==> src/rtl/descriptor_two_nn_matcher_assert.svh <==
// Assertion macros used by the matcher top module.
`ifndef DESCRIPTOR_TWO_NN_MATCHER_ASSERT_SVH
`define DESCRIPTOR_TWO_NN_MATCHER_ASSERT_SVH

`ifndef SYNTH

`define DTNM_ASSERT(lbl, ante, cons) \
  lbl: assert property (@(posedge clk_i) disable iff (!rst_ni) (ante) |-> (cons)) \
    else $error("dtnm assertion failed");

`define DTNM_ASSERT_NEXT(lbl, ante, cons) \
  lbl: assert property (@(posedge clk_i) disable iff (!rst_ni) (ante) |=> (cons)) \
    else $error("dtnm assertion failed");

`else

`define DTNM_ASSERT(lbl, ante, cons)

`define DTNM_ASSERT_NEXT(lbl, ante, cons)

`endif

`endif

==> src/rtl/dtnm_pkg.sv <==
`default_nettype none

package dtnm_pkg;

  localparam int Dimension = 128;
  localparam int Lanes     = 8;
  localparam int Chunks    = Dimension / Lanes;
  localparam int ChunkBits = $clog2(Chunks);

  localparam int ElemBits  = 8;
  localparam int ChunkW    = 64;
  localparam int PosBits   = 4;
  localparam int IdxBits   = 16;
  localparam int DistBits  = 23;
  localparam int RatioBits = 9;
  localparam int ProdBits  = 2 * ElemBits;
  localparam int SumBits   = ProdBits + $clog2(Lanes);
  localparam int RhsBits   = RatioBits + DistBits;
  localparam int CfgData   = 32;

  localparam logic [DistBits-1:0]  NormOneReset = 23'd262144;
  localparam logic [RatioBits-1:0] RatioReset   = 9'd164;
  localparam logic [DistBits-1:0]  AccMax       = {DistBits{1'b1}};

  typedef enum logic [0:0] {
    CMD_LOAD    = 1'b0,
    CMD_COMPARE = 1'b1
  } cmd_e;

  typedef enum logic [0:0] {
    REG_NORM_ONE      = 1'b0,
    REG_RATIO_SQUARED = 1'b1
  } cfg_reg_e;

  typedef enum logic [2:0] {
    ST_IDLE,
    ST_MUL,
    ST_SUM,
    ST_ACC,
    ST_DIST,
    ST_RANK,
    ST_RATIO,
    ST_EMIT
  } state_e;

  typedef struct packed {
    cmd_e                command;
    logic [ChunkW-1:0]   chunk;
    logic [PosBits-1:0]  chunk_position;
    logic [IdxBits-1:0]  reference_index;
    logic                last_reference;
  } in_beat_t;

  typedef struct packed {
    logic [IdxBits-1:0]  best_index;
    logic [IdxBits-1:0]  second_index;
    logic [DistBits-1:0] best_distance;
    logic [DistBits-1:0] second_distance;
    logic [1:0]          neighbours_found;
    logic                ratio_pass;
  } out_beat_t;

  typedef struct packed {
    logic sum_en;
    logic acc_en;
    logic dist_en;
  } merge_ctrl_t;

  typedef struct packed {
    logic ins_en;
    logic mul_en;
    logic emit;
  } rank_ctrl_t;

endpackage

`default_nettype wire

==> src/rtl/descriptor_two_nn_matcher.sv <==
// Two-nearest-neighbor descriptor matcher with a ratio test.
// Input channel: in_valid_i/in_stall_o with one in_data_i beat per accepted item.
// A load beat stores one query chunk without stalling the input. A compare
// beat multiplies its chunk with the stored query chunk in eight lanes, sums
// the products and adds them to the dot-product accumulator (MUL, SUM, ACC).
// The final chunk of a reference also computes its distance and updates the
// two nearest neighbors (DIST, RANK). On the final chunk of the last reference
// the ratio product is formed (RATIO) and the EMIT step registers the result
// beat, which then appears on out_valid_o. The block works on one compare
// beat at a time; the sequencer steps one chunk through the lane multipliers,
// the adder tree and the ranking unit. in_stall_o is high while a compare
// beat is in flight. A finished result sits in the output register until
// out_stall_i is low; a further compare beat may enter meanwhile, and only a
// new result waits. Configuration uses cfg_valid_i/cfg_ready_o; the user must
// write it only while idle, as the block does not enforce this. Reset clears
// the accumulator, the neighbor count and the output valid, and restores the
// register defaults. Query chunks must be loaded before use.

`default_nettype none

`include "descriptor_two_nn_matcher_assert.svh"

module descriptor_two_nn_matcher (
  input  wire logic                              clk_i,
  input  wire logic                              rst_ni,
  input  wire logic                              in_valid_i,
  output logic                                   in_stall_o,
  input  wire dtnm_pkg::in_beat_t                in_data_i,
  output logic                                   out_valid_o,
  input  wire logic                              out_stall_i,
  output dtnm_pkg::out_beat_t                    out_data_o,
  input  wire logic                              cfg_valid_i,
  output logic                                   cfg_ready_o,
  input  wire logic [0:0]                        cfg_index_i,
  input  wire logic [dtnm_pkg::CfgData-1:0]      cfg_data_i
);

  dtnm_pkg::state_e      state_d, state_q;
  dtnm_pkg::in_beat_t    item_q;
  dtnm_pkg::merge_ctrl_t merge_ctrl;
  dtnm_pkg::rank_ctrl_t  rank_ctrl;
  dtnm_pkg::out_beat_t   result;
  dtnm_pkg::out_beat_t   out_data_q;

  logic [dtnm_pkg::ChunkW-1:0]    mem_q [dtnm_pkg::Chunks];
  logic [dtnm_pkg::ChunkW-1:0]    rd_q;
  logic [dtnm_pkg::Lanes-1:0][dtnm_pkg::ProdBits-1:0] prod;
  logic [dtnm_pkg::DistBits-1:0]  norm_q, ref_dist;
  logic [dtnm_pkg::RatioBits-1:0] ratio_q;
  logic                           in_acc, pos_ok, is_final, out_free, out_valid_q;
  logic                           lane_en;

  assign in_stall_o  = (state_q != dtnm_pkg::ST_IDLE);
  assign in_acc      = in_valid_i && !in_stall_o;
  assign pos_ok      = (32'(in_data_i.chunk_position) < dtnm_pkg::Chunks);
  assign is_final    = (item_q.chunk_position == dtnm_pkg::PosBits'(dtnm_pkg::Chunks - 1));
  assign out_free    = !out_valid_q || !out_stall_i;
  assign cfg_ready_o = 1'b1;

  always_ff @(posedge clk_i) begin
    if (in_acc && pos_ok && in_data_i.command == dtnm_pkg::CMD_LOAD) begin
      mem_q[in_data_i.chunk_position[dtnm_pkg::ChunkBits-1:0]] <= in_data_i.chunk;
    end
    if (in_acc) begin
      rd_q   <= mem_q[in_data_i.chunk_position[dtnm_pkg::ChunkBits-1:0]];
      item_q <= in_data_i;
    end
  end

  always_ff @(posedge clk_i or negedge rst_ni) begin
    if (!rst_ni) begin
      norm_q  <= dtnm_pkg::NormOneReset;
      ratio_q <= dtnm_pkg::RatioReset;
    end else if (cfg_valid_i && cfg_ready_o) begin
      case (dtnm_pkg::cfg_reg_e'(cfg_index_i))
        dtnm_pkg::REG_NORM_ONE:      norm_q  <= cfg_data_i[dtnm_pkg::DistBits-1:0];
        dtnm_pkg::REG_RATIO_SQUARED: ratio_q <= cfg_data_i[dtnm_pkg::RatioBits-1:0];
        default: ;
      endcase
    end
  end

  always_ff @(posedge clk_i or negedge rst_ni) begin
    if (!rst_ni) begin
      state_q <= dtnm_pkg::ST_IDLE;
    end else begin
      state_q <= state_d;
    end
  end

  always_comb begin
    state_d    = state_q;
    lane_en    = 1'b0;
    merge_ctrl = '0;
    rank_ctrl  = '0;
    case (state_q)
      dtnm_pkg::ST_IDLE: begin
        if (in_acc && pos_ok && in_data_i.command == dtnm_pkg::CMD_COMPARE) begin
          state_d = dtnm_pkg::ST_MUL;
        end
      end
      dtnm_pkg::ST_MUL: begin
        lane_en = 1'b1;
        state_d = dtnm_pkg::ST_SUM;
      end
      dtnm_pkg::ST_SUM: begin
        merge_ctrl.sum_en = 1'b1;
        state_d           = dtnm_pkg::ST_ACC;
      end
      dtnm_pkg::ST_ACC: begin
        merge_ctrl.acc_en = 1'b1;
        state_d           = is_final ? dtnm_pkg::ST_DIST : dtnm_pkg::ST_IDLE;
      end
      dtnm_pkg::ST_DIST: begin
        merge_ctrl.dist_en = 1'b1;
        state_d            = dtnm_pkg::ST_RANK;
      end
      dtnm_pkg::ST_RANK: begin
        rank_ctrl.ins_en = 1'b1;
        state_d = item_q.last_reference ? dtnm_pkg::ST_RATIO : dtnm_pkg::ST_IDLE;
      end
      dtnm_pkg::ST_RATIO: begin
        rank_ctrl.mul_en = 1'b1;
        state_d          = dtnm_pkg::ST_EMIT;
      end
      dtnm_pkg::ST_EMIT: begin
        if (out_free) begin
          rank_ctrl.emit = 1'b1;
          state_d        = dtnm_pkg::ST_IDLE;
        end
      end
      default: state_d = dtnm_pkg::ST_IDLE;
    endcase
  end

  for (genvar l = 0; l < dtnm_pkg::Lanes; l++) begin : g_lane
    dtnm_lane u_lane (
      .clk_i   (clk_i),
      .en_i    (lane_en),
      .query_i (rd_q[l*dtnm_pkg::ElemBits +: dtnm_pkg::ElemBits]),
      .ref_i   (item_q.chunk[l*dtnm_pkg::ElemBits +: dtnm_pkg::ElemBits]),
      .prod_o  (prod[l])
    );
  end

  dtnm_merge u_merge (
    .clk_i      (clk_i),
    .rst_ni     (rst_ni),
    .ctrl_i     (merge_ctrl),
    .prod_i     (prod),
    .norm_one_i (norm_q),
    .dist_o     (ref_dist)
  );

  dtnm_rank u_rank (
    .clk_i    (clk_i),
    .rst_ni   (rst_ni),
    .ctrl_i   (rank_ctrl),
    .dist_i   (ref_dist),
    .idx_i    (item_q.reference_index),
    .ratio_i  (ratio_q),
    .result_o (result)
  );

  always_ff @(posedge clk_i or negedge rst_ni) begin
    if (!rst_ni) begin
      out_valid_q <= 1'b0;
    end else if (rank_ctrl.emit) begin
      out_valid_q <= 1'b1;
    end else if (!out_stall_i) begin
      out_valid_q <= 1'b0;
    end
  end

  always_ff @(posedge clk_i) begin
    if (rank_ctrl.emit) begin
      out_data_q <= result;
    end
  end

  assign out_valid_o = out_valid_q;
  assign out_data_o  = out_data_q;

  // A compare beat at an in-range position always starts the lane multiply.
  `DTNM_ASSERT_NEXT(a_compare_starts, in_acc && pos_ok && in_data_i.command == dtnm_pkg::CMD_COMPARE, state_q == dtnm_pkg::ST_MUL)
  // A new result only appears after the emit step.
  `DTNM_ASSERT(a_rise_after_emit, $rose(out_valid_o), $past(state_q) == dtnm_pkg::ST_EMIT)
  // The ratio test only passes with two neighbors held.
  `DTNM_ASSERT(a_pass_needs_two, out_valid_o && out_data_o.ratio_pass, out_data_o.neighbours_found == 2'd2)
  // The neighbor count never exceeds two.
  `DTNM_ASSERT(a_found_range, out_valid_o, out_data_o.neighbours_found != 2'd3)

endmodule

`default_nettype wire

==> src/rtl/dtnm_lane.sv <==
`default_nettype none

module dtnm_lane (
  input  wire logic                               clk_i,
  input  wire logic                               en_i,
  input  wire logic [dtnm_pkg::ElemBits-1:0]      query_i,
  input  wire logic [dtnm_pkg::ElemBits-1:0]      ref_i,
  output logic      [dtnm_pkg::ProdBits-1:0]      prod_o
);

  logic [dtnm_pkg::ProdBits-1:0] prod_q;

  always_ff @(posedge clk_i) begin
    if (en_i) begin
      prod_q <= query_i * ref_i;
    end
  end

  assign prod_o = prod_q;

endmodule

`default_nettype wire

==> src/rtl/dtnm_merge.sv <==
`default_nettype none

module dtnm_merge (
  input  wire logic                                            clk_i,
  input  wire logic                                            rst_ni,
  input  wire dtnm_pkg::merge_ctrl_t                           ctrl_i,
  input  wire logic [dtnm_pkg::Lanes-1:0][dtnm_pkg::ProdBits-1:0] prod_i,
  input  wire logic [dtnm_pkg::DistBits-1:0]                   norm_one_i,
  output logic      [dtnm_pkg::DistBits-1:0]                   dist_o
);

  logic [dtnm_pkg::SumBits-1:0]  sum_d, sum_q;
  logic [dtnm_pkg::DistBits-1:0] acc_d, acc_q;
  logic [dtnm_pkg::DistBits:0]   acc_wide;
  logic [dtnm_pkg::DistBits-1:0] dist_d, dist_q;

  always_comb begin
    sum_d = '0;
    for (int l = 0; l < dtnm_pkg::Lanes; l++) begin
      sum_d = sum_d + dtnm_pkg::SumBits'(prod_i[l]);
    end
  end

  always_comb begin
    acc_wide = {1'b0, acc_q} + (dtnm_pkg::DistBits + 1)'(sum_q);
    acc_d    = acc_wide[dtnm_pkg::DistBits] ? dtnm_pkg::AccMax
                                            : acc_wide[dtnm_pkg::DistBits-1:0];
    dist_d   = (norm_one_i > acc_q) ? (norm_one_i - acc_q) : '0;
  end

  always_ff @(posedge clk_i) begin
    if (ctrl_i.sum_en) begin
      sum_q <= sum_d;
    end
    if (ctrl_i.dist_en) begin
      dist_q <= dist_d;
    end
  end

  always_ff @(posedge clk_i or negedge rst_ni) begin
    if (!rst_ni) begin
      acc_q <= '0;
    end else if (ctrl_i.dist_en) begin
      acc_q <= '0;
    end else if (ctrl_i.acc_en) begin
      acc_q <= acc_d;
    end
  end

  assign dist_o = dist_q;

endmodule

`default_nettype wire

==> src/rtl/dtnm_rank.sv <==
`default_nettype none

module dtnm_rank (
  input  wire logic                              clk_i,
  input  wire logic                              rst_ni,
  input  wire dtnm_pkg::rank_ctrl_t              ctrl_i,
  input  wire logic [dtnm_pkg::DistBits-1:0]     dist_i,
  input  wire logic [dtnm_pkg::IdxBits-1:0]      idx_i,
  input  wire logic [dtnm_pkg::RatioBits-1:0]    ratio_i,
  output dtnm_pkg::out_beat_t                    result_o
);

  logic [dtnm_pkg::DistBits-1:0] near_d, near_q, sec_d, sec_q;
  logic [dtnm_pkg::IdxBits-1:0]  nidx_d, nidx_q, sidx_d, sidx_q;
  logic [1:0]                    found_d, found_q;
  logic [dtnm_pkg::RhsBits-1:0]  rhs_q;
  logic [dtnm_pkg::RhsBits-1:0]  lhs;
  logic                          have1, have2;

  always_comb begin
    near_d  = near_q;
    sec_d   = sec_q;
    nidx_d  = nidx_q;
    sidx_d  = sidx_q;
    found_d = found_q;
    if (ctrl_i.emit) begin
      found_d = '0;
    end else if (ctrl_i.ins_en) begin
      if (found_q == 2'd0) begin
        near_d  = dist_i;
        nidx_d  = idx_i;
        found_d = 2'd1;
      end else if (dist_i < near_q) begin
        sec_d  = near_q;
        sidx_d = nidx_q;
        near_d = dist_i;
        nidx_d = idx_i;
        if (found_q < 2'd2) begin
          found_d = found_q + 2'd1;
        end
      end else if (found_q == 2'd1 || dist_i < sec_q) begin
        sec_d   = dist_i;
        sidx_d  = idx_i;
        found_d = 2'd2;
      end
    end
  end

  always_ff @(posedge clk_i or negedge rst_ni) begin
    if (!rst_ni) begin
      near_q  <= '0;
      sec_q   <= '0;
      nidx_q  <= '0;
      sidx_q  <= '0;
      found_q <= '0;
    end else begin
      near_q  <= near_d;
      sec_q   <= sec_d;
      nidx_q  <= nidx_d;
      sidx_q  <= sidx_d;
      found_q <= found_d;
    end
  end

  always_ff @(posedge clk_i) begin
    if (ctrl_i.mul_en) begin
      rhs_q <= ratio_i * sec_q;
    end
  end

  always_comb begin
    have1 = (found_q != 2'd0);
    have2 = (found_q == 2'd2);
    lhs   = {1'b0, near_q, 8'd0};
    result_o.best_index       = have1 ? nidx_q : '0;
    result_o.second_index     = have2 ? sidx_q : '0;
    result_o.best_distance    = have1 ? near_q : '0;
    result_o.second_distance  = have2 ? sec_q : '0;
    result_o.neighbours_found = found_q;
    result_o.ratio_pass       = have2 && (lhs < rhs_q);
  end

endmodule

`default_nettype wire
==> config.mk <==
export PLATFORM = sky130hd
export DESIGN_NAME = descriptor_two_nn_matcher
export DESIGN_NICKNAME = d
export VERILOG_FILES = /design/src/rtl/dtnm_pkg.sv /design/src/rtl/descriptor_two_nn_matcher.sv /design/src/rtl/dtnm_lane.sv /design/src/rtl/dtnm_merge.sv /design/src/rtl/dtnm_rank.sv
export VERILOG_INCLUDE_DIRS = /design/src /design/src/rtl
export SDC_FILE = /design/constraint.sdc
export NUM_CORES = 2
export LEC_CHECK = 0
export ABC_AREA = 1
export BUFFER_PORTS_ARGS = -buffer_cell sky130_fd_sc_hd__buf_2
export CAP_MARGIN = 10
export CELL_PAD_IN_SITES_DETAIL_PLACEMENT = 0
export CELL_PAD_IN_SITES_GLOBAL_PLACEMENT = 1
export CORE_MARGIN = 2
export CORE_UTILIZATION = 46
export CTS_BUF_LIST = sky130_fd_sc_hd__clkbuf_4
export CTS_CLUSTER_SIZE = 25
export DETAILED_ROUTE_END_ITERATION = 10
export PLACE_DENSITY_LB_ADDON = 0.2
export SLEW_MARGIN = 20
export SYNTH_ARGS = -nofsm -noshare
export SYNTH_HDL_FRONTEND = slang
export SYNTH_HIERARCHICAL = 1
export SYNTH_SLANG_ARGS = --single-unit
==> constraint.sdc <==
create_clock -name clk_i -period 7.4 [get_ports clk_i]
set_input_delay 0.74 -clock clk_i [delete_from_list [all_inputs] [get_ports clk_i]]
set_output_delay 0.74 -clock clk_i [all_outputs]
set_load 0.1 [all_outputs]
==> run summary <==
YOSYS
-------------------------------------------------------------------------------------
Average cell area after synthesis                                            9.02 µm²
Async set-or-reset flop fraction in the synthesized netlist                     8.71%
Syn nets                                                                       11,859
Cell with the most instances after synthesis                             sky130_fd_sc_hd__nand2_1
Area contributors post-synth                                             sky130_fd_sc_hd__edfxtp_1 (45%), sky130_fd_sc_hd__nand2_1 (18%), sky130_fd_sc_hd__fa_1 (11%), sky130_fd_sc_hd__inv_1 (7.8%), sky130_fd_sc_hd__ha_1 (6.1%)
Simple-gate area share of the yosys netlist                                     21.0%
Xor-xnor portion of the synthesized cell area                                  0.969%
Synthesized-area fraction occupied by ao, oa, aoi and oai cells                 2.06%
Instance count of the mapped netlist                                           10,731
Yosys Warn Count                                                                    6
Main combinational cell family by area after synthesis                   simple AND/OR/NAND/NOR gates
Ranking of synthesized cells by instance count                           sky130_fd_sc_hd__nand2_1 (4,634), sky130_fd_sc_hd__inv_1 (2,001), sky130_fd_sc_hd__edfxtp_1 (1,456)
Post-synth top area share                                                       45.2%
Synthesized flop and latch total                                                1,595
Library cell occupying the most area in the post-synthesis netlist       sky130_fd_sc_hd__edfxtp_1
Adder-cell share of the synthesized area                                        17.1%
Most frequently used flop master after synthesis                         sky130_fd_sc_hd__edfxtp_1
Count of unique library cells instantiated by Yosys                                53
Sequential share of the synthesized area                                        48.8%
Synthesized cell area                                                      96,800 µm²
Number of flops mapped to enable cells by yosys                                 1,456
Share of synthesized area spent on multiplexers                                0.163%

DETAILED ROUTING
-------------------------------------------------------------------------------------
Number of optimization iterations in the first detailed-route pass                  6
Remaining routing DRC violations                                                    0
Final routed wire length divided by cell count                                17.6 µm
Number of nets with antenna violations after detailed routing                       0
Count of routing violations after the opening detailed-route iteration          4,891
Detailed-route via count                                                       68,890
Sum of routed wire length over all layers                                  251,000 µm
Avg Vias per Cell                                                                4.82

DIE
-------------------------------------------------------------------------------------
Die extent in x                                                                463 µm
Starting utilization of the core area                                           46.2%
Vertical die dimension                                                         463 µm
Floorplan die area                                                        214,000 µm²
Core footprint                                                            209,000 µm²
Placement row count                                                               168
Count of pins on the block boundary                                               208

TIMING
-------------------------------------------------------------------------------------
Endpoints failing setup                                                             0
Minimum clock period                                                          5.60 ns
Final hold viol count                                                               0
Max Clk Rate                                                                  179 MHz
Skew final                                                                   0.185 ns
Final total negative setup slack                                                 0 ns
Share of the clock period used by the worst path after layout                   75.6%
Unrepaired setup endpoints after global routing                                    no
Worst-case headroom to the max-slew limit                                       24.3%
Fin. max-slew vios                                                                  0
Slew at the pin with the worst max-slew slack                                 1.13 ns

GLOBAL ROUTE
-------------------------------------------------------------------------------------
Initial antenna violation count                                                    17
Via count of the first global-routing pass                                     69,029
Global route overflow                                                               0
Maximum number of pins on one net before global-route repair                      155
Wire length of the first global-routing pass                               393,000 µm
GR Util All Layers                                                              23.6%

CLOCK NETWORK
-------------------------------------------------------------------------------------
CTS buffer count                                                                  436
Count of cells resized by post-cts repair                                           0
Skew-Pair Late Insertion Delay                                                1.46 ns
Clock-pin slew on the worst setup and hold paths                              0.06 ns
Clock Tree Root                                                          sky130_fd_sc_hd__clkbuf_4
Maximum clock insertion buffer count                                                4
CTS tree                                                                          yes
Clock sinks                                                                     1,595
CTS HTree Levels                                                                    5

SETUP PATH
-------------------------------------------------------------------------------------
Largest fanout of any net on the critical path                                     24
Path type of the worst setup path                                             reg2reg
CP endpoint kind                                                            flip-flop
Worst Path Required                                                           8.50 ns
Worst endpoint data arrival time                                              6.69 ns
Number of cells on the worst reg-to-reg path                                       16
Nature of the critical path startpoint                                      flip-flop

PLACED DESIGN
-------------------------------------------------------------------------------------
Half-perimeter wire length after placement                                 163,000 µm
Number of buffers added on ports                                                  197
RD Place Congestion                                                             0.871

WORST HOLD PATH
-------------------------------------------------------------------------------------
Class of the tightest hold or removal check                                    in2reg
Number of stages on the worst hold path                                             2

FINISH
-------------------------------------------------------------------------------------
Number of inserted filler cells in the final layout                            19,736
Final net count                                                                12,291
Share of final-layout standard cells stronger than drive strength 1             9.81%
Area added between synthesis and finish                                         10.8%

RUN STATUS
-------------------------------------------------------------------------------------
Run status                                                               complete, no violations

RUN
-------------------------------------------------------------------------------------
Max-cap check violation count                                                       0

==> routing by layer <==
| metal | track usage [%] | routed length [µm] |
|---|---|---|
| met5 | 0 | 82 |
| met4 | 6.95 | 5960 |
| met3 | 3.44 | 13600 |
| met2 | 38.8 | 118000 |
| met1 | 32.3 | 114000 |
==> state kept, by name, indices dropped and copies added, names as in the netlist, 23 cells and up <==
signal                count
u_rank/sec_q             23
u_merge/acc_q            23
g_lane.u_lane/prod_o    128
u_rank/rhs_q             32
rd_q                     64
u_rank/near_q            23
item_q                   85
u_merge/dist_o           23
out_data_o               81
norm_q                   23
mem_q                  1024
==> area by class of cell <==
cell class	count	area, µm²	share of cell area, %
antenna	14	35.0	0.0327
clock buffer	649	4870	4.54
clock inverter	91	566	0.527
inverter	2025	7620	7.10
multi-input combinational	6699	40200	37.5
sequential	1595	47200	44.0
tap	2805	3510	3.27
timing repair buffer	406	3250	3.03
==> cell usage in the layout (no fill, tap or decap), drive strengths merged, types with 4 or more instances in the layout <==
cell / n
xnor2: 29
buf: 258
nor3: 14
bufinv: 7
clkinvlp: 4
or2: 4
inv: 2029
nor2: 257
nand3: 182
nand4: 64
dfstp: 4
ha: 471
a21boi: 4
mux2: 14
o21ai: 166
xor2: 78
dfrtp: 135
nand3b: 6
o21bai: 5
clkbuf: 649
diode: 14
dlygate4sd3: 148
nand2: 4670
a31oi: 4
clkinv: 76
a21oi: 167
fa: 533
edfxtp: 1456
a21o: 13
==> logic make-up (layout without fill, tap and decap cells) <==
kind of cell | count (synthesis) | in the layout
compound gates | 370 | 370
xor+xnor | 107 | 107
fa+ha+maj | 1004 | 1004
buf+inv | 2437 | 3171
flops | 1595 | 1595
mux | 14 | 14
other cells | 1 | 15
simple gates | 5203 | 5203
==> critical path, stage by stage (launching register included) <==
cell	delay [ns]
sky130_fd_sc_hd__dfrtp_1	1.01
sky130_fd_sc_hd__nand2_1	0.21
sky130_fd_sc_hd__fa_1	0.61
sky130_fd_sc_hd__inv_1	0.06
sky130_fd_sc_hd__fa_1	0.48
sky130_fd_sc_hd__fa_1	0.55
sky130_fd_sc_hd__inv_1	0.05
sky130_fd_sc_hd__fa_1	0.48
sky130_fd_sc_hd__inv_1	0.05
sky130_fd_sc_hd__ha_1	0.36
sky130_fd_sc_hd__nand2_1	0.15
sky130_fd_sc_hd__nor2_1	0.23
sky130_fd_sc_hd__nand4_1	0.10
sky130_fd_sc_hd__o21ai_0	0.58
sky130_fd_sc_hd__nand4_1	0.22
sky130_fd_sc_hd__nand3b_1	0.14
sky130_fd_sc_hd__nand2_1	0.06
==> timing repair <==
action                    4_1_cts  5_1_grt
hold buffers                  149        0
buffers inserted                0        0
hold endpoints to repair     1257        0
==> path summary, 6_finish.rpt <==
check | start | endpoint | slack (ns)
min reg2reg | u_rank/sidx_q[8]$_DFFE_PN0P_ | out_data_o[57]$_DFFE_PP_ | 0.44
min in group asynchronous | rst_ni | u_rank/near_q[22]$_DFFE_PN0P_ | 0.46
min | in_data_i[4] | item_q[4]$_DFFE_PP_ | 0.17
max reg2reg | ratio_q[0]$_DFFE_PN0P_ | u_rank/rhs_q[31]$_DFFE_PP_ | 1.80
max in group asynchronous | rst_ni | u_rank/sec_q[2]$_DFFE_PN0P_ | 5.80
max | ratio_q[0]$_DFFE_PN0P_ | u_rank/rhs_q[31]$_DFFE_PP_ | 1.80
==> stage by stage <==
stage	instance area, µm²	cells	hold slack, ns	util, %	worst slack, ns
CTS	107000	14269	0.0106	51.2	1.84
global placement	100000	13380	0.462	47.9	1.86
detailed placement	100000	13380	0.465	47.9	1.84
floorplan	96800	10731	0.444	-	0.932
finish	107000	14284	0.169	51.2	1.80
global route	107000	14282	0.0201	51.2	1.40
Power is not shown: default switching activity piles up to over one toggle a cycle in this logic, so the estimate is an artifact.
